`config.mk`:
```
export PLATFORM = sky130hd
export DESIGN_NAME = double_ended_queue_top_flat
export DESIGN_NICKNAME = d
export VERILOG_FILES = /design/src/hw/rtl/deq_pkg.sv /design/src/hw/rtl/deq_in_if.sv /design/src/hw/rtl/deq_out_if.sv /design/src/hw/rtl/deq_ctrl.sv /design/src/hw/rtl/deq_datapath.sv /design/src/hw/rtl/double_ended_queue_top.sv /design/src/flat_wrapper.sv
export SDC_FILE = /design/constraint.sdc
export NUM_CORES = 1
export LEC_CHECK = 0
export BUFFER_PORTS_ARGS = -buffer_cell sky130_fd_sc_hd__buf_2
export CAP_MARGIN = 0
export CELL_PAD_IN_SITES_DETAIL_PLACEMENT = 1
export CELL_PAD_IN_SITES_GLOBAL_PLACEMENT = 2
export CORE_UTILIZATION = 40
export DETAILED_ROUTE_END_ITERATION = 8
export PLACE_DENSITY_LB_ADDON = 0.1
export SLEW_MARGIN = 20
export SYNTH_ARGS = -nofsm -noshare
export SYNTH_HDL_FRONTEND = slang
export SYNTH_SLANG_ARGS = --single-unit
export TNS_END_PERCENT = 100
```
`constraint.sdc`:
```
create_clock -name clk -period 3.7 [get_ports clk]
set_input_delay 0.185 -clock clk [delete_from_list [all_inputs] [get_ports clk]]
set_output_delay 0.185 -clock clk [all_outputs]
set_load 0.03 [all_outputs]
```
`src/hw/rtl/deq_pkg.sv`:
```
package deq_pkg;

  // Request codes carried in the func field of an input word.
  localparam logic [2:0] FN_PUSH_FRONT = 3'd0;
  localparam logic [2:0] FN_PUSH_BACK  = 3'd1;
  localparam logic [2:0] FN_POP_FRONT  = 3'd2;
  localparam logic [2:0] FN_POP_BACK   = 3'd3;
  localparam logic [2:0] FN_CLEAR      = 3'd4;

  // Status codes returned with every result word.
  typedef enum logic [1:0] {
    ST_OK    = 2'd0,
    ST_EMPTY = 2'd1,
    ST_FULL  = 2'd2
  } deq_status_t;

  // Controller states.
  typedef enum logic {
    S_IDLE = 1'b0,
    S_RESP = 1'b1
  } deq_state_t;

  // Commands from the controller to the datapath.
  typedef struct packed {
    logic        load;
    logic        push_front;
    logic        push_back;
    logic        pop_front;
    logic        pop_back;
    logic        clear;
    deq_status_t status;
  } deq_cmd_t;

  // Status from the datapath to the controller.
  typedef struct packed {
    logic full;
    logic empty;
  } deq_stat_t;

endpackage

```
`src/hw/rtl/deq_in_if.sv`:
```
interface deq_in_if;
  logic        valid;
  logic        ready;
  logic [2:0]  func;
  logic [31:0] value_in;

  modport source (output valid, output func, output value_in, input ready);
  modport sink (input valid, input func, input value_in, output ready);
endinterface

```
`src/hw/rtl/deq_out_if.sv`:
```
interface deq_out_if #(
  parameter int CNT_W = 5
);
  logic             valid;
  logic             ready;
  logic [31:0]      value_out;
  logic [1:0]       status;
  logic [CNT_W-1:0] fill_count;
  logic             is_empty;

  modport source (output valid, output value_out, output status, output fill_count,
                  output is_empty, input ready);
  modport sink (input valid, input value_out, input status, input fill_count,
                input is_empty, output ready);
endinterface

```
`src/hw/rtl/deq_ctrl.sv`:
```
module deq_ctrl (
  input  logic              clk,
  input  logic              rst_n,
  input  logic              in_valid,
  output logic              in_ready,
  input  logic [2:0]        func,
  output logic              out_valid,
  input  logic              out_ready,
  input  deq_pkg::deq_stat_t stat,
  output deq_pkg::deq_cmd_t  cmd
);

  deq_pkg::deq_state_t state_r;
  deq_pkg::deq_state_t state_nxt;
  logic                accept;

  // State register.
  always_ff @(posedge clk) begin
    if (!rst_n) begin
      state_r <= deq_pkg::S_IDLE;
    end else begin
      state_r <= state_nxt;
    end
  end

  // A new word is taken when idle, or when the held result leaves this cycle.
  always_comb begin
    in_ready  = (state_r == deq_pkg::S_IDLE) || out_ready;
    out_valid = (state_r == deq_pkg::S_RESP);
    accept    = in_valid && in_ready;
    state_nxt = state_r;
    unique case (state_r)
      deq_pkg::S_IDLE: begin
        if (accept) state_nxt = deq_pkg::S_RESP;
      end
      deq_pkg::S_RESP: begin
        if (accept) state_nxt = deq_pkg::S_RESP;
        else if (out_ready) state_nxt = deq_pkg::S_IDLE;
      end
      default: state_nxt = deq_pkg::S_IDLE;
    endcase
  end

  // Decode the request against the fill status of the queue.
  always_comb begin
    cmd            = '0;
    cmd.load       = accept;
    cmd.status     = deq_pkg::ST_OK;
    unique case (func)
      deq_pkg::FN_PUSH_FRONT: begin
        if (stat.full) cmd.status = deq_pkg::ST_FULL;
        else cmd.push_front = 1'b1;
      end
      deq_pkg::FN_PUSH_BACK: begin
        if (stat.full) cmd.status = deq_pkg::ST_FULL;
        else cmd.push_back = 1'b1;
      end
      deq_pkg::FN_POP_FRONT: begin
        if (stat.empty) cmd.status = deq_pkg::ST_EMPTY;
        else cmd.pop_front = 1'b1;
      end
      deq_pkg::FN_POP_BACK: begin
        if (stat.empty) cmd.status = deq_pkg::ST_EMPTY;
        else cmd.pop_back = 1'b1;
      end
      deq_pkg::FN_CLEAR: begin
        cmd.clear = 1'b1;
      end
      default: begin
        cmd.status = deq_pkg::ST_OK;
      end
    endcase
  end

endmodule

```
`src/hw/rtl/deq_datapath.sv`:
```
module deq_datapath #(
  parameter int DEPTH = 16,
  parameter int IDX_W = 4,
  parameter int CNT_W = 5
) (
  input  logic               clk,
  input  logic               rst_n,
  input  deq_pkg::deq_cmd_t  cmd,
  input  logic [31:0]        value_in,
  output deq_pkg::deq_stat_t stat,
  output logic [31:0]        value_out,
  output logic [1:0]         status,
  output logic [CNT_W-1:0]   fill_count,
  output logic               is_empty
);

  localparam int SUM_W = CNT_W + 1;
  localparam logic [IDX_W-1:0] LAST_IDX = IDX_W'(DEPTH - 1);
  localparam logic [SUM_W-1:0] DEPTH_S  = SUM_W'(DEPTH);
  localparam logic [CNT_W-1:0] DEPTH_C  = CNT_W'(DEPTH);

  logic [31:0]         store_mem [DEPTH];
  logic [31:0]         rd_data_r;
  logic [IDX_W-1:0]    front_r;
  logic [IDX_W-1:0]    front_nxt;
  logic [CNT_W-1:0]    count_r;
  logic [CNT_W-1:0]    count_nxt;
  deq_pkg::deq_status_t status_r;
  logic                popped_r;
  logic [IDX_W-1:0]    prev_front;
  logic [IDX_W-1:0]    next_front;
  logic [SUM_W-1:0]    back_sum;
  logic [SUM_W-1:0]    last_sum;
  logic [IDX_W-1:0]    back_pos;
  logic [IDX_W-1:0]    last_pos;
  logic [IDX_W-1:0]    wr_addr;
  logic [IDX_W-1:0]    rd_addr;
  logic                do_write;
  logic                do_read;

  // Circular positions around the front pointer.
  always_comb begin
    prev_front = (front_r == '0) ? LAST_IDX : front_r - 1'b1;
    next_front = (front_r == LAST_IDX) ? '0 : front_r + 1'b1;
    back_sum   = SUM_W'(front_r) + SUM_W'(count_r);
    last_sum   = back_sum - 1'b1;
    back_pos   = (back_sum >= DEPTH_S) ? IDX_W'(back_sum - DEPTH_S) : IDX_W'(back_sum);
    last_pos   = (last_sum >= DEPTH_S) ? IDX_W'(last_sum - DEPTH_S) : IDX_W'(last_sum);
    wr_addr    = cmd.push_front ? prev_front : back_pos;
    rd_addr    = cmd.pop_front ? front_r : last_pos;
    do_write   = cmd.load && (cmd.push_front || cmd.push_back);
    do_read    = cmd.load && (cmd.pop_front || cmd.pop_back);
  end

  // Pointer and count update.
  always_comb begin
    front_nxt = front_r;
    count_nxt = count_r;
    if (cmd.load) begin
      if (cmd.clear) begin
        front_nxt = '0;
        count_nxt = '0;
      end else if (cmd.push_front) begin
        front_nxt = prev_front;
        count_nxt = count_r + 1'b1;
      end else if (cmd.push_back) begin
        count_nxt = count_r + 1'b1;
      end else if (cmd.pop_front) begin
        front_nxt = next_front;
        count_nxt = count_r - 1'b1;
      end else if (cmd.pop_back) begin
        count_nxt = count_r - 1'b1;
      end
    end
  end

  always_ff @(posedge clk) begin
    if (!rst_n) begin
      front_r <= '0;
      count_r <= '0;
    end else begin
      front_r <= front_nxt;
      count_r <= count_nxt;
    end
  end

  // Entry store: at most one write or one registered read per request.
  always_ff @(posedge clk) begin
    if (do_write) store_mem[wr_addr] <= value_in;
    if (do_read) rd_data_r <= store_mem[rd_addr];
  end

  // Result fields held until the word is taken.
  always_ff @(posedge clk) begin
    if (cmd.load) begin
      status_r <= cmd.status;
      popped_r <= cmd.pop_front || cmd.pop_back;
    end
  end

  assign stat.full  = (count_r == DEPTH_C);
  assign stat.empty = (count_r == '0);
  assign value_out  = popped_r ? rd_data_r : 32'd0;
  assign status     = status_r;
  assign fill_count = count_r;
  assign is_empty   = (count_r == '0);

`ifndef ASSERT_OFF
  a_count_bound: assert property (@(posedge clk) disable iff (!rst_n)
    count_r <= DEPTH_C)
    else $error("entry count above depth");

  a_front_bound: assert property (@(posedge clk) disable iff (!rst_n)
    front_r <= LAST_IDX)
    else $error("front pointer out of range");

  a_pop_count: assert property (@(posedge clk) disable iff (!rst_n)
    do_read |=> (count_r + 1'b1) == $past(count_r))
    else $error("pop did not decrement count");

  a_push_count: assert property (@(posedge clk) disable iff (!rst_n)
    do_write |=> count_r == ($past(count_r) + 1'b1))
    else $error("push did not increment count");

  a_clear: assert property (@(posedge clk) disable iff (!rst_n)
    (cmd.load && cmd.clear) |=> (count_r == '0) && (front_r == '0))
    else $error("clear left entries");
`endif

endmodule

```
`src/hw/rtl/double_ended_queue_top.sv`:
```
// Bounded double-ended queue of signed 32-bit values in a circular store.
// Input channel in_if carries a request word: func (push front, push back,
// pop front, pop back, clear) and value_in. Output channel out_if returns one
// word per request: value_out (popped value, else zero), status (ok, empty on
// pop, full on push), fill_count and is_empty after the request.
// Both channels move a word on a clock edge with valid and ready high.
// Latency: the result is presented the cycle after the request is taken; the
// store is a single-port memory with a registered read, read in the accept
// cycle. Throughput: one request per cycle while results are taken at once.
// A new request is accepted in the same cycle the pending result is taken.
// When the receiver stalls, the result is held and in_if.ready stays low.
// Reset (rst_n low, synchronous) empties the queue and drops any pending
// result; store contents are not cleared and no sweep is needed.
// A pop on an empty queue or a push on a full one leaves the state unchanged.
module double_ended_queue_top #(
  parameter int DEPTH = 16
) (
  input logic          clk,
  input logic          rst_n,
  deq_in_if.sink       in_if,
  deq_out_if.source    out_if
);

  localparam int IDX_W = (DEPTH > 1) ? $clog2(DEPTH) : 1;
  localparam int CNT_W = $clog2(DEPTH + 1);

  deq_pkg::deq_cmd_t  cmd;
  deq_pkg::deq_stat_t stat;
  logic [CNT_W-1:0]   fill_count;

  deq_ctrl u_ctrl (
    .clk       (clk),
    .rst_n     (rst_n),
    .in_valid  (in_if.valid),
    .in_ready  (in_if.ready),
    .func      (in_if.func),
    .out_valid (out_if.valid),
    .out_ready (out_if.ready),
    .stat      (stat),
    .cmd       (cmd)
  );

  deq_datapath #(
    .DEPTH (DEPTH),
    .IDX_W (IDX_W),
    .CNT_W (CNT_W)
  ) u_datapath (
    .clk        (clk),
    .rst_n      (rst_n),
    .cmd        (cmd),
    .value_in   (in_if.value_in),
    .stat       (stat),
    .value_out  (out_if.value_out),
    .status     (out_if.status),
    .fill_count (fill_count),
    .is_empty   (out_if.is_empty)
  );

  assign out_if.fill_count = fill_count;

endmodule

```
`src/flat_wrapper.sv`:
```
// flat-port wrapper written by rule: the top's interface ports become plain ports
module double_ended_queue_top_flat 
#(
  parameter int DEPTH = 16
)
  (clk, rst_n, in_if_valid, in_if_func, in_if_value_in, in_if_ready, out_if_valid, out_if_value_out, out_if_status, out_if_fill_count, out_if_is_empty, out_if_ready);
  deq_in_if in_if_i ();
  deq_out_if #(.CNT_W(($clog2(DEPTH + 1)))) out_if_i ();
  input logic clk;
  input logic rst_n;
  input wire logic [$bits(in_if_i.valid)-1:0] in_if_valid;
  input wire logic [$bits(in_if_i.func)-1:0] in_if_func;
  input wire logic [$bits(in_if_i.value_in)-1:0] in_if_value_in;
  output wire logic [$bits(in_if_i.ready)-1:0] in_if_ready;
  output wire logic [$bits(out_if_i.valid)-1:0] out_if_valid;
  output wire logic [$bits(out_if_i.value_out)-1:0] out_if_value_out;
  output wire logic [$bits(out_if_i.status)-1:0] out_if_status;
  output wire logic [$bits(out_if_i.fill_count)-1:0] out_if_fill_count;
  output wire logic [$bits(out_if_i.is_empty)-1:0] out_if_is_empty;
  input wire logic [$bits(out_if_i.ready)-1:0] out_if_ready;
  assign in_if_i.valid = in_if_valid;
  assign in_if_i.func = in_if_func;
  assign in_if_i.value_in = in_if_value_in;
  assign in_if_ready = in_if_i.ready;
  assign out_if_valid = out_if_i.valid;
  assign out_if_value_out = out_if_i.value_out;
  assign out_if_status = out_if_i.status;
  assign out_if_fill_count = out_if_i.fill_count;
  assign out_if_is_empty = out_if_i.is_empty;
  assign out_if_i.ready = out_if_ready;
  double_ended_queue_top #(.DEPTH(DEPTH)) u_core (.clk(clk), .rst_n(rst_n), .in_if(in_if_i), .out_if(out_if_i));
endmodule
```
==> results of run 1 <==
==> how the worst max path moves through the flow <==
stage	endpoint	slack (ps)	cells after the start
finish	u_core.u_datapath.rd_data_r[1]$_DFFE_PP_	440	10
global route	u_core.u_datapath.store_mem[11][8]$_DFFE_PP_	220	11
CTS	u_core.u_datapath.rd_data_r[10]$_DFFE_PP_	440	10
detailed placement	u_core.u_datapath.rd_data_r[10]$_DFFE_PP_	460	10
global placement	u_core.u_datapath.rd_data_r[0]$_DFFE_PP_	460	10
floorplan	u_core.u_datapath.store_mem[5][0]$_DFFE_PP_	-460	10
==> cells in the mapped netlist, types with 2 or more instances <==
cell,instances
o21ai_0,11
o41ai_1,2
ha_1,8
o211ai_1,2
nand2_2,2
xnor2_1,6
a221oi_2,8
and3_1,2
buf_6,2
or4_1,2
a31oi_1,2
a21o_1,2
clkbuf_1,46
dfxtp_1,10
nor3b_1,2
a32o_1,32
nor2b_1,3
a21boi_0,4
nand2_1,334
inv_1,13
a21oi_1,135
nand3_1,9
xor2_1,3
nand2b_1,4
edfxtp_1,547
and2_1,38
mux2i_1,35
nor3_1,3
a221oi_1,24
buf_4,6
buf_2,37
a32oi_1,93
o31ai_1,2
nor2_1,30
==> placed cells by master (no fill, tap or decap), drive strengths merged, types with 2 or more instances in the layout <==
| cell | synthesis | final |
|---|---|---|
| inv | 13 | 15 |
| dlygate4sd3 | 0 | 37 |
| o31ai | 3 | 3 |
| a31oi | 3 | 3 |
| clkbuf | 46 | 66 |
| nor3b | 2 | 2 |
| nand3 | 9 | 9 |
| nor2 | 31 | 31 |
| a21o | 2 | 2 |
| xor2 | 3 | 3 |
| nor3 | 4 | 4 |
| edfxtp | 547 | 547 |
| a21boi | 5 | 5 |
| and3 | 2 | 2 |
| o211ai | 2 | 2 |
| and2 | 38 | 38 |
| mux2i | 35 | 35 |
| or4 | 2 | 2 |
| xnor2 | 6 | 6 |
| a21oi | 135 | 135 |
| bufinv | 0 | 9 |
| o21ai | 12 | 12 |
| a32oi | 94 | 94 |
| a32o | 32 | 32 |
| o41ai | 2 | 2 |
| dfxtp | 10 | 10 |
| clkinvlp | 0 | 2 |
| a221oi | 32 | 32 |
| nand2 | 336 | 336 |
| buf | 45 | 155 |
| nor2b | 3 | 3 |
| nand2b | 4 | 4 |
| ha | 8 | 8 |
| clkinv | 1 | 31 |
==> flip-flops by register name (all words and copies together), names as in the netlist <==
signal                        count
u_core.u_ctrl.out_valid           1
u_core.u_datapath.fill_count      5
u_core.u_datapath.front_r         4
u_core.u_datapath.popped_r        1
u_core.u_datapath.rd_data_r      32
u_core.u_datapath.status          2
u_core.u_datapath.store_mem     512
==> metrics by stage <==
step / setup TNS (ps) / worst slack, ps / std cells
2_1_floorplan: -123530 / -462.3 / 1481
3_3_place_gp: 0 / 458.3 / 2239
3_5_place_dp: 0 / 460.5 / 2241
4_1_cts: 0 / 436.5 / 2387
5_1_grt: 0 / 223.4 / 2387
6_report: 0 / 442.9 / 2387
==> kinds of logic after synthesis <==
logic type      share of synthesized area
buf+inv                           0.02184
mux                               0.01648
fa+ha+maj                        0.005475
xor+xnor                         0.003593
flops                              0.7578
compound gates                     0.1113
simple gates                      0.08360
==> worst max-delay path: stages, from the launching register on <==
cell     delay (ps)
dfxtp_1         390
ha_1            240
fa_1            550
inv_1            60
ha_1            200
xnor2_1         140
buf_4           180
o32ai_4         120
buf_4           520
a32oi_1         240
a32o_1          330
==> metal layers <==
metal	up-vias	global-route usage
met4	0	0.04939
met5	-	0
li1	6037	-
met2	270	0.3811
met3	73	0.03171
met1	6995	0.3121
==> final cells by class <==
type / instances / area share
Inverter: 14 / 0.002048
Timing Repair Buffer: 192 / 0.06630
Sequential cell: 557 / 0.6329
Tap cell: 696 / 0.03315
Multi-Input combinational cell: 819 / 0.1910
Clock buffer: 66 / 0.05720
Clock inverter: 43 / 0.01734
==> power by group through the flow <==
stage	combinational, uW	sequential [uW]	clock [uW]
finish	2530	7080	6030
global route	2750	7080	6370
CTS	2570	7080	6150
detailed placement	2520	7210	0
global placement	2490	7210	0
floorplan	1550	7210	0
==> results.md, run 1 <==
Timing:
- The number of hold violations in the final report came to 0.
- The measured slew at the worst slew-check pin is 735.1 ps.
- Dividing the final minimum period by the clock period gives 0.8803.
- The max-slew violation count is 0.
- The worst pin sits at a relative slew slack of 0.5100.
- The total of endpoints with negative setup slack in the final report is 0.
- Static timing analysis puts the maximum clock frequency at 307.0 MHz.
- The final critical delay including setup and external delays is 3257 ps.
- The tightest hold path in the finished design has a slack of 354.5 ps.
- The clock arrives with 15.36 ps of skew.
- Setup repair after global routing left no endpoint under its margin.

Cells and area:
- For this run, the post-layout net count is 1691.
- Compared with the post-synthesis result, the final layout area differs by 19.72%.
- The area of all sequential standard cells is 16630 um2.
- The fill cell total of the finished layout is 5262.
- 0 antenna diodes ended up in the layout.
- Of the cells placed in the final design, the portion with a size suffix greater than 1 is 0.1691.
- Measured on the finished design, the core utilization comes to 0.4862.
- The final instance area is 26270 um2.
- The area of the multi-input gates is 5019 um2.

Floorplanning:
- The floorplan step set the die width to 236.2 um.
- The die covers 55790 um2.
- The die is 236.2 um tall.
- The core box area is 54030 um2.
- The I/O pin count is 81.
- For this configuration, the core starts out at a cell density of 0.4061.
- After floorplanning, the core was divided into 85 placement rows.

Clock network:
- CTS built an H-tree with a depth of 2.
- Counting along the longest clock path gives a buffer depth of 3.
- Clock tree synthesis found a total of 557 sinks.
- In this run the clock root is driven by a clkbuf_16.
- The clock-pin slew on the worst setup and hold paths is 60 ps.
- The quantity of gates resized following cts is 0.
- Buffers inserted to repair hold after CTS numbered 37.
- The later pin in the worst-skew pair is clocked with a latency of 620 ps.
- After clock tree synthesis, the setup repair step added 0 buffers.
- Clock tree synthesis inserted a total of 59 buffers.
- The CTS tree is yes.

Routing:
- After detailed routing, the total wire length is 62230 um.
- The detailed router put a total of 28390 um of wire on met1.
- The post-detailed-route via-to-cell ratio is 5.603.
- The average wire per cell in the routed design is 26.07 um.
- Summing over every cut layer, the via total after detailed routing is 13380.
- The number of nets with antenna violations after routing is 0.
- Summed over all nets, wire length on met3 after detailed routing comes to 2360 um.
- The number of DRC violations after detailed-routing iteration 0 is 890.
- The highest layer used for signal routing is met4.
- The routed length on met2 is 30430 um.
- The first-pass iteration count of the detailed router is 5.
- After detailed routing, the number of remaining DRC violations is 0.

Synthesis:
- The biggest area contributor in the post-synthesis netlist is edfxtp_1.
- The fraction of synthesis flops using an asynchronous set or reset pin is 0.
- For this run, the register share of the synthesized area comes to 0.7578.
- The post-synthesis sequential element count is 557.
- Counting every instance in the synthesized netlist gives 1481.
- The unique cell type count in the Yosys netlist is 56.
- The synthesized area divided by synthesized cell count is 14.82 um2.
- Of the post-synthesis cell area, the dominant cell type holds 0.7486.
- In the post-synthesis netlist, the biggest area contributors are edfxtp_1 (75%), nand2_1 (5.7%), a32oi_1 (3.7%).
- The synthesized net count is 1529.
- The count of flip-flops with a built-in enable after synthesis is 547.
- The dominant register cell in the synthesized netlist is edfxtp_1.
- Summing every instance area after synthesis gives 21940 um2.
- The count of synthesis-stage warnings from yosys is 0.

Power:
- The internal portion of total power is 11500 uW.
- The leakage power summed over all cells is 0.008582 uW.
- The register share of total power is 0.453.
- Power spread over the standard cell area amounts to 595.3 nW/um2.
- Across the VDD grid, the largest voltage drop is 0.3536 mV.
- Of the total power, the clock network draws 0.386.
- The switching power is 4141 uW.
- The combinational fraction of design power is 0.162.
- The switching fraction of total power is 0.2648.
- The design draws 15640 uW.

Worst setup path:
- The worst register-to-register path begins at u_core.u_datapath.front_r[0]$_SDFFE_PN0P_.
- The worst setup path startpoint is u_core.u_datapath.front_r[0]$_SDFFE_PN0P_.
- The endpoint of the lowest-slack register-to-register path is u_core.u_datapath.rd_data_r[1]$_DFFE_PP_.
- The depth of the worst register-to-register path is 10.
- The nature of the critical path endpoint is a flip-flop.
- The category of the critical setup timing path is flip-flop to flip-flop.
- The sort of element at the start of the critical path is a flip-flop.
- Setup slack on the worst reg-to-reg path comes out at 440 ps.
- Along the worst path, the maximum fanout reaches 33.
- The required time at the worst-slack endpoint is 4070 ps.
- The endpoint arrival time on the critical path is 3630 ps.

Global route:
- The initial antenna violation count was 1.
- The first global-routing pass estimated 93840 um of wire.
- The global-route usage over all layers is 0.2264.
- The largest net degree at the start of global routing is 74.
- The total overflow left after global routing is 0.
- The number of global-route vias before repair was 14070.

Status:
- The run finished with clean final reports.

Hold path:
- The worst hold path was traced through 5 stages.
- The type of the worst min-delay path is primary input to flip-flop.
- The worst hold path terminates at u_core.u_datapath.fill_count[2]$_SDFFE_PN0P_.
- In this run the most critical hold path is launched from out_if_ready.

Placement:
- The post-detailed-placement half-perimeter wirelength is 34600 um.
- Summing all placed instances gives a cell area of 23940 um2.
- The quantity of I/O buffers inserted on ports is 80.
- The congestion estimate from routability-driven global placement came to 0.7501.

Run:
- The tool flagged a number of max-cap violations equal to 0.
(Power assumes the default switching activity.)
==> run 2, diff against run 1 <==
CELL_PAD_IN_SITES_GLOBAL_PLACEMENT = 1   (was 2)
SYNTH_HIERARCHICAL = 1   (was unset)
==> run 2 against run 1 <==
Against the previous run:
- non-clock buffer count up 11
- worst hold slack worse by 180 ps
- clock skew increased by 5.5 ps
- critical endpoint is now u_core/u_datapath/rd_data_r[14]$_DFFE_PP_
- synthesized area up 2.1%
- design area is 1.7% higher
- cell count is 13% lower
- synthesized cell count decreased by 26%
- global-route usage decreased by 0.92 points
==> results.md, run 2 <==
Status:
- Result of the run: completed (unchanged).

Timing:
- The highest clock rate came to 290.7 MHz (was 307.0 MHz).
- The final critical delay including setup and external delays is 3440 ps (was 3257 ps).
- The relative slew slack is 0.5388 (was 0.5100).
- The max-slew violation count is 0 (unchanged).
- The total of endpoints with negative setup slack in the final report is 0 (unchanged).
- The measured slew at the worst slew-check pin was 691.9 ps (was 735.1 ps).
- The worst clock skew came to 20.83 ps (was 15.36 ps).
- The final worst slack is 259.6 ps (was 442.9 ps).
- Unrepaired setup endpoints after global routing: no (unchanged).
- The share of the clock period used by the worst path was 0.9298 (was 0.8803).
- The number of hold violations in the final report was 0 (unchanged).
- The sum of negative setup slack is 0 ps (unchanged).

Synthesis:
- The count of synthesis-stage warnings from yosys is 6 (was 0).
- The share of the synthesized area in the top cell type is 0.7331 (was 0.7486).
- The cell area after synthesis is 22410 um2 (was 21940 um2).
- The count of flip-flops with a built-in enable after synthesis was 547 (unchanged).
- The post-synthesis sequential element count is 557 (unchanged).
- The gate count after technology mapping came to 1100 (was 1481).
- The cell taking the most area after synthesis is edfxtp_1 (unchanged).
- The mux cell area share after synthesis is 0.1310 (was 0.01648).
- The synthesized area divided by synthesized cell count is 20.37 um2 (was 14.82 um2).
- The post-synthesis adder-cell area fraction is 0.005361 (was 0.005474).
- The fraction of synthesis flops using an asynchronous set or reset pin is 0 (unchanged).
- The share of the yosys chip area belonging to registers is 0.7420 (was 0.7578).
- The synthesized net count came to 1148 (was 1529).
- The combinational family with the most area after synthesis is multiplexers (was compound AO/OA/AOI/OAI gates).
- Largest cells by area after synthesis: edfxtp_1 (73%), mux4_2 (13%), o221ai_1 (2.5%) (was edfxtp_1 (75%), nand2_1 (5.7%), a32oi_1 (3.7%)).
- The compound-gate portion of the synthesized area is 0.05718 (was 0.1113).
- The xor and xnor area share after synthesis is 0.005193 (was 0.003593).
- The dominant register cell in the synthesized netlist is edfxtp_1 (unchanged).
- The unique cell type count in the Yosys netlist was 58 (was 56).
- The simple logic cell fraction of the synthesized area was 0.03574 (was 0.08360).
- The most used standard cell by instance count after synthesis is edfxtp_1 (unchanged).
- Leading post-synthesis cells by instance count: edfxtp_1 (547), mux4_2 (128), o221ai_1 (64) (was edfxtp_1 (547), nand2_1 (334), a21oi_1 (135)).

Hold path:
- The cell count of the worst hold path is 3 (was 5).
- The type of the worst min-delay path is primary input to flip-flop (unchanged).

Floorplanning:
- The number of cell rows is 86 (was 85).
- The chip height was 238.7 um (was 236.2 um).
- The core box area is 55200 um2 (was 54030 um2).
- The die area is 56970 um2 (was 55790 um2).
- The I/O pin count came to 81 (unchanged).
- The starting density of the core was 0.4059 (was 0.4061).
- The die width was 238.7 um (was 236.2 um).

Cells and area:
- The flip-flop count of the largest register, all copies and words added came to 512 (unchanged).
- The layout overhead on the synthesized area came to 19.27% (was 19.72%).
- The final layout net count came to 1336 (was 1691).
- The fraction of layout cells with a size suffix above 1 is 0.3099 (was 0.1691).
- The register ranked first by flip-flop count is u_core/u_datapath/store_mem (was u_core.u_datapath.store_mem).
- The count of inserted antenna diode cells is 0 (unchanged).
- The most frequent standard cell in the layout excluding fill and tap cells is edfxtp_1 (unchanged).
- Most frequent cells in the layout: edfxtp_1 (547), mux4_2 (128), buf_2 (80), o221ai_1 (64), clkbuf_16 (59) (was edfxtp_1 (547), nand2_1 (334), a21oi_1 (135), a32oi_1 (93), buf_2 (80)).

Global route:
- The global-route wire length before repair came to 87850 um (was 93840 um).
- The initial antenna violation count was 3 (was 1).
- The total congestion overflow is 0 (unchanged).
- The global-route usage over all layers came to 0.2172 (was 0.2264).
- The largest net degree at the start of global routing is 58 (was 74).
- The number of global-route vias before repair is 12660 (was 14070).

Clock network:
- The CTS tree is yes (unchanged).
- The number of buffers on the longest clock path is 3 (unchanged).
- The number of clock buffers inserted by TritonCTS is 57 (was 59).
- The clock-pin slew on the worst setup and hold paths came to 60 ps (about the same).
- The clock sink total was 557 (unchanged).
- The buffer cell driving the clock tree root is clkbuf_16 (unchanged).
- The clock insertion delay at the later pin of the skew report is 630 ps (was 620 ps).
- The deepest level of the CTS H-tree is 2 (unchanged).

Routing:
- The first-pass iteration count of the detailed router is 5 (unchanged).
- The average wire per cell in the routed design was 29.30 um (was 26.07 um).
- The post-detailed-route via-to-cell ratio is 5.828 (was 5.603).
- The number of DRC violations after detailed-routing iteration 0 is 1068 (was 890).
- The count of unresolved DRC violations after routing was 0 (unchanged).
- The number of nets with antenna violations after routing is 0 (unchanged).
- The total via count after detailed routing came to 12150 (was 13380).
- The wire length after detailed routing came to 61060 um (was 62230 um).

Worst setup path:
- The nature of the critical path endpoint was a flip-flop (unchanged).
- The sort of element at the start of the critical path is a flip-flop (unchanged).
- The depth of the worst register-to-register path came to 13 (was 10).
- The biggest fanout along the worst timing path is 22 (was 33).
- The category of the critical setup timing path is flip-flop to flip-flop (unchanged).
- The endpoint arrival time on the critical path is 3790 ps (was 3630 ps).
- The required time at the worst-slack endpoint is 4050 ps (was 4070 ps).

Run:
- The max-cap violation count is 0 (unchanged).

Power:
- The combinational fraction of design power is 0.196 (was 0.162).
- The portion of total power attributed to the clock network came to 0.349 (was 0.386).
- The internal portion of total power was 11350 uW (was 11500 uW).
- The maximum vdd drop is 0.4021 mV (was 0.3536 mV).
- The switching power is 4259 uW (was 4141 uW).
- The switching fraction of total power is 0.2729 (was 0.2648).
- The power per cell area is 584.0 nW/um2 (was 595.3 nW/um2).
- The leakage power summed over all cells is 0.008478 uW (was 0.008582 uW).
- The register share of total power was 0.455 (was 0.453).

Placement:
- The post-detailed-placement half-perimeter wirelength is 33310 um (was 34600 um).
- The post-placement worst setup slack is 178.1 ps (was 460.5 ps).
- The final RePlAce weighted congestion is 0.7229 (was 0.7501).
- The quantity of I/O buffers inserted on ports was 80 (unchanged).
[run 2: worst paths after layout]
| kind | startpoint | endpoint | slack [ps] |
|---|---|---|---|
| setup / recovery | u_core/u_datapath/fill_count[0]$_SDFFE_PN0P_ | u_core/u_datapath/rd_data_r[14]$_DFFE_PP_ | 260 |
| hold / removal | in_if_func[0] | u_core/u_datapath/popped_r$_DFFE_PP_ | 180 |
| setup reg to reg | u_core/u_datapath/fill_count[0]$_SDFFE_PN0P_ | u_core/u_datapath/rd_data_r[14]$_DFFE_PP_ | 260 |
| hold reg to reg | u_core/u_datapath/fill_count[4]$_SDFFE_PN0P_ | u_core/u_datapath/fill_count[4]$_SDFFE_PN0P_ | 530 |
[run 2: through the flow]
step / area (um2) / total power [uW] / utilization / instances / hold slack [ps]
2_1_floorplan: 22440 / 9186 / - / 1100 / 283.9
3_3_place_gp: 24530 / 10190 / 0.4444 / 1935 / 442.8
3_5_place_dp: 24530 / 10240 / 0.4444 / 1935 / 465.5
4_1_cts: 26660 / 15710 / 0.4830 / 2079 / 150.1
5_1_grt: 26720 / 16140 / 0.4841 / 2084 / 173.3
6_report: 26720 / 15610 / 0.4841 / 2084 / 178.4
[run 2: worst max-delay path, stage by stage, from the launching register on]
cell	delay, ps
dfxtp_1	450
inv_1	80
ha_1	210
nor3b_1	150
nor2b_1	160
nor4b_2	210
buf_4	250
inv_6	80
mux2i_4	240
buf_4	180
buf_6	340
mux4_2	570
o21ai_1	100
a32oi_1	120
[run 2: cell type report]
| type | count | area, um2 |
|---|---|---|
| Multi-Input combinational cell | 456 | 5416 |
| Tap cell | 748 | 935.9 |
| Sequential cell | 557 | 16630 |
| Inverter | 13 | 53.80 |
| Clock buffer | 66 | 1460 |
| Clock inverter | 41 | 301.5 |
| Fill cell | 4997 | 28480 |
| Timing Repair Buffer | 203 | 1931 |
[run 2: cells by family (layout without fill, tap and decap cells)]
kind of cell	after synthesis	count (layout)
multiplexers	132	132
buffers and inverters	87	323
flip-flops	557	557
AO/OA/AOI/OAI	167	167
XOR/XNOR	9	9
AND/OR/NAND/NOR	139	139
adder cells (fa/ha/maj)	9	9
[run 2: power groups by stage]
stage	Clock [uW]	Sequential [uW]	Combinational [uW]
2_1_floorplan	0	7240	1940
3_3_place_gp	0	7230	2960
3_5_place_dp	0	7230	3010
4_1_cts	5560	7100	3050
5_1_grt	5760	7100	3270
6_report	5440	7100	3060
[run 2: what timing repair did]
action / 4_1_cts / 5_1_grt
hold buffers: 37 / 0
endpoints found under the setup margin: 0 / 9
buffers inserted: 0 / 3
endpoints found under the hold margin: 524 / 0
resized for setup: 0 / 1
[run 2: layer usage]
metal / GRT usage / routed length [um]
met1: 0.3144 / 27950
met5: 0 / 14
met3: 0.02460 / 2608
met2: 0.3479 / 29160
met4: 0.06294 / 1326
==> run 3, diff against run 2 <==
CORE_ASPECT_RATIO = 1.2   (was unset)
==> run 3 against run 2 <==
Against the previous run:
- sequential power is essentially flat
- worst hold slack gained 6.3 ps
- routed wire length shrank 0.65%
- worst setup slack gained 17 ps
- largest power group unchanged
- clock skew shrank 3.7 ps
- highest routed layer unchanged
- non-clock buffer count grew 9
- maximum frequency grew 0.48%
==> results.md, run 3 (synthesis results as in run 2) <==
Global route:
- The initial antenna violation count was 1 (was 3).
- The global-route usage over all layers is 0.2148 (was 0.2172).
- The total congestion overflow is 0 (unchanged).
- The largest net degree at the start of global routing was 39 (was 58).
- The number of global-route vias before repair is 12570 (was 12660).
- The global-route wire length before repair is 86820 um (was 87850 um).

Routing:
- The number of DRC violations after detailed-routing iteration 0 was 685 (was 1068).
- The average wire per cell in the routed design is 29.42 um (was 29.30 um).
- The number of nets with antenna violations after routing is 0 (unchanged).
- The count of unresolved DRC violations after routing is 0 (unchanged).
- The post-detailed-route via-to-cell ratio is 5.834 (was 5.828).
- The wire length after detailed routing is 60660 um (was 61060 um).
- The first-pass iteration count of the detailed router was 5 (unchanged).
- The total via count after detailed routing is 12030 (was 12150).

Worst setup path:
- The nature of the critical path endpoint is a flip-flop (unchanged).
- The biggest fanout along the worst timing path is 13 (was 22).
- The cell repeated most along the worst path is buf_4 (unchanged).
- The category of the critical setup timing path is flip-flop to flip-flop (unchanged).
- The depth of the worst register-to-register path was 13 (unchanged).
- The total number of cells along the worst setup path is 13 (unchanged).
- The maximum single-stage delay on the critical path came to 540 ps (was 570 ps).
- The required time at the worst-slack endpoint is 4020 ps (was 4050 ps).
- The endpoint of the lowest-slack register-to-register path is u_core/u_datapath/rd_data_r[9]$_DFFE_PP_ (was u_core/u_datapath/rd_data_r[14]$_DFFE_PP_).
- The number of buffers and inverters on the critical path was 5 (unchanged).
- The cell with the biggest individual delay on the critical path is mux4_2 (unchanged).
- The endpoint arrival time on the critical path is 3750 ps (was 3790 ps).
- Worst path cell trace: inv_1 > ha_1 > nor3b_2 > nor2b_2 > nor4b_2 > buf_4 > inv_6 > mux2i_4 > buf_12 > buf_4 > mux4_2 > o221ai_1 > a32oi_1 (was inv_1 > ha_1 > nor3b_1 > nor2b_1 > nor4b_2 > buf_4 > inv_6 > mux2i_4 > buf_4 > buf_6 > mux4_2 > o21ai_1 > a32oi_1).
- The worst reg-to-reg setup slack was 280 ps (was 260 ps).
- The sort of element at the start of the critical path is a flip-flop (unchanged).
- The category of cells accounting for the largest share of critical-path delay is multiplexers (was buffers and inverters).
- The startpoint of the most critical register-to-register path is u_core/u_datapath/fill_count[0]$_SDFFE_PN0P_ (unchanged).

Floorplanning:
- The die width is 218.1 um (was 238.7 um).
- The die area is 56970 um2 (about the same).
- The I/O pin count is 81 (unchanged).
- The number of cell rows is 94 (was 86).
- The starting density of the core is 0.4071 (was 0.4059).
- The chip height is 261.3 um (was 238.7 um).
- The core box area was 55040 um2 (was 55200 um2).

Hold path:
- The capture endpoint of the worst hold path is u_core/u_datapath/popped_r$_DFFE_PP_ (unchanged).
- The cell count of the worst hold path was 3 (unchanged).
- The hold path startpoint is in_if_func[0] (unchanged).
- The type of the worst min-delay path was primary input to flip-flop (unchanged).

Placement:
- The quantity of I/O buffers inserted on ports came to 80 (unchanged).
- The standard cell area after detailed placement is 24490 um2 (was 24530 um2).
- The final RePlAce weighted congestion is 0.7036 (was 0.7229).
- The post-detailed-placement half-perimeter wirelength was 33770 um (was 33310 um).
- The post-placement worst setup slack is 137.2 ps (was 178.1 ps).

Cells and area:
- The most frequent standard cell in the layout excluding fill and tap cells is edfxtp_1 (unchanged).
- The final instance area is 26750 um2 (was 26720 um2).
- The count of inserted antenna diode cells is 0 (unchanged).
- The flip-flop count of the largest register, all copies and words added is 512 (unchanged).
- The register ranked first by flip-flop count is u_core/u_datapath/store_mem (unchanged).
- Most frequent cells in the layout: edfxtp_1 (547), mux4_2 (128), buf_2 (80), o221ai_1 (64), clkbuf_16 (60) (was edfxtp_1 (547), mux4_2 (128), buf_2 (80), o221ai_1 (64), clkbuf_16 (59)).
- The fraction of layout cells with a size suffix above 1 is 0.3152 (was 0.3099).
- The fill cell total of the finished layout was 5034 (was 4997).
- The layout overhead on the synthesized area is 19.39% (was 19.27%).
- The final layout net count is 1345 (was 1336).

Clock network:
- The deepest level of the CTS H-tree was 2 (unchanged).
- The number of clock buffers inserted by TritonCTS came to 57 (unchanged).
- The CTS tree was yes (unchanged).
- The number of buffers on the longest clock path is 3 (unchanged).
- The clock insertion delay at the later pin of the skew report came to 610 ps (was 630 ps).
- The clock sink total came to 557 (unchanged).
- The buffer cell driving the clock tree root is clkbuf_16 (unchanged).
- The clock-pin slew on the worst setup and hold paths is 60 ps (about the same).

Timing:
- The worst clock skew is 17.10 ps (was 20.83 ps).
- The highest clock rate is 292.1 MHz (was 290.7 MHz).
- The final worst slack is 276.1 ps (was 259.6 ps).
- The measured slew at the worst slew-check pin is 813.5 ps (was 691.9 ps).
- The number of hold violations in the final report was 0 (unchanged).
- The final critical delay including setup and external delays came to 3424 ps (was 3440 ps).
- The max-slew violation count is 0 (unchanged).
- Unrepaired setup endpoints after global routing: no (unchanged).
- The share of the clock period used by the worst path was 0.9254 (was 0.9298).
- The total of endpoints with negative setup slack in the final report is 0 (unchanged).
- The relative slew slack is 0.4530 (was 0.5388).

Power:
- The leakage power summed over all cells is 0.008560 uW (was 0.008478 uW).
- The power per cell area was 590.3 nW/um2 (was 584.0 nW/um2).
- The maximum vdd drop is 0.3698 mV (was 0.4021 mV).

Run:
- The max-cap violation count is 0 (unchanged).

Status:
- Result of the run: completed (unchanged).
## run 3: area by class of cell
cell class	count	area, um2	area share
inverters	13	53.80	0.002011
multi-input cells	456	5424	0.2028
flip-flops and latches	557	16630	0.6215
well taps	720	900.9	0.03368
clock inverters	34	292.8	0.01094
repair buffers	212	1957	0.07315
clock buffers	70	1496	0.05594
## run 3: through the flow
stage                       util  cells  total power [uW]  TNS [ps]  hold slack, ps
final                     0.4860   2062             15790         0           184.7
after global routing      0.4860   2062             16340         0           190.6
after CTS                 0.4842   2056             15920         0           145.5
after detailed placement  0.4449   1915             10290         0           481.7
after global placement    0.4449   1915             10240         0           439.9
after floorplan                -   1100              9186   -140880           283.9
## run 3: worst register-to-register path, delay by kind of cell, from the launching register on
| family | cells | cell delay (ps) |
|---|---|---|
| flip-flops | 1 | 450 |
| adder cells (fa/ha/maj) | 1 | 210 |
| AO/OA/AOI/OAI | 2 | 310 |
| multiplexers | 2 | 810 |
| buffers and inverters | 5 | 810 |
| AND/OR/NAND/NOR | 3 | 580 |
## run 3: routing by layer
| metal | wire [um] | global-route usage |
|---|---|---|
| met1 | 26310 | 0.2959 |
| met4 | 1307 | 0.05672 |
| met3 | 3103 | 0.03438 |
| met2 | 29920 | 0.3562 |
| met5 | 13 | 0 |
## run 3: power by group
part | total [uW] | internal, uW | switching, uW
Clock | 5580 | 3200 | 2370
Combinational | 3110 | 1330 | 1780
Sequential | 7110 | 7080 | 29.7
Total | 15800 | 11600 | 4180
## run 3: how the worst max path moves through the flow
stage	slack [ps]	end	start
after floorplan	-480	u_core/u_datapath/store_mem[9][0]$_DFFE_PP_	u_core/u_datapath/fill_count[1]$_SDFFE_PN0P_
after global placement	230	u_core/u_datapath/rd_data_r[9]$_DFFE_PP_	u_core/u_datapath/fill_count[0]$_SDFFE_PN0P_
after detailed placement	140	u_core/u_datapath/rd_data_r[31]$_DFFE_PP_	u_core/u_datapath/fill_count[0]$_SDFFE_PN0P_
after CTS	110	u_core/u_datapath/rd_data_r[4]$_DFFE_PP_	u_core/u_datapath/fill_count[0]$_SDFFE_PN0P_
after global routing	30	u_core/u_datapath/rd_data_r[4]$_DFFE_PP_	u_core/u_datapath/fill_count[0]$_SDFFE_PN0P_
final	280	u_core/u_datapath/rd_data_r[9]$_DFFE_PP_	u_core/u_datapath/fill_count[0]$_SDFFE_PN0P_
## run 3: timing repair
item | in CTS | in global routing
setup endpoints to repair | 0 | 38
hold buffers | 37 | 0
gates resized for setup | 0 | 2
endpoints found under the hold margin | 524 | 0
buffers inserted | 0 | 4
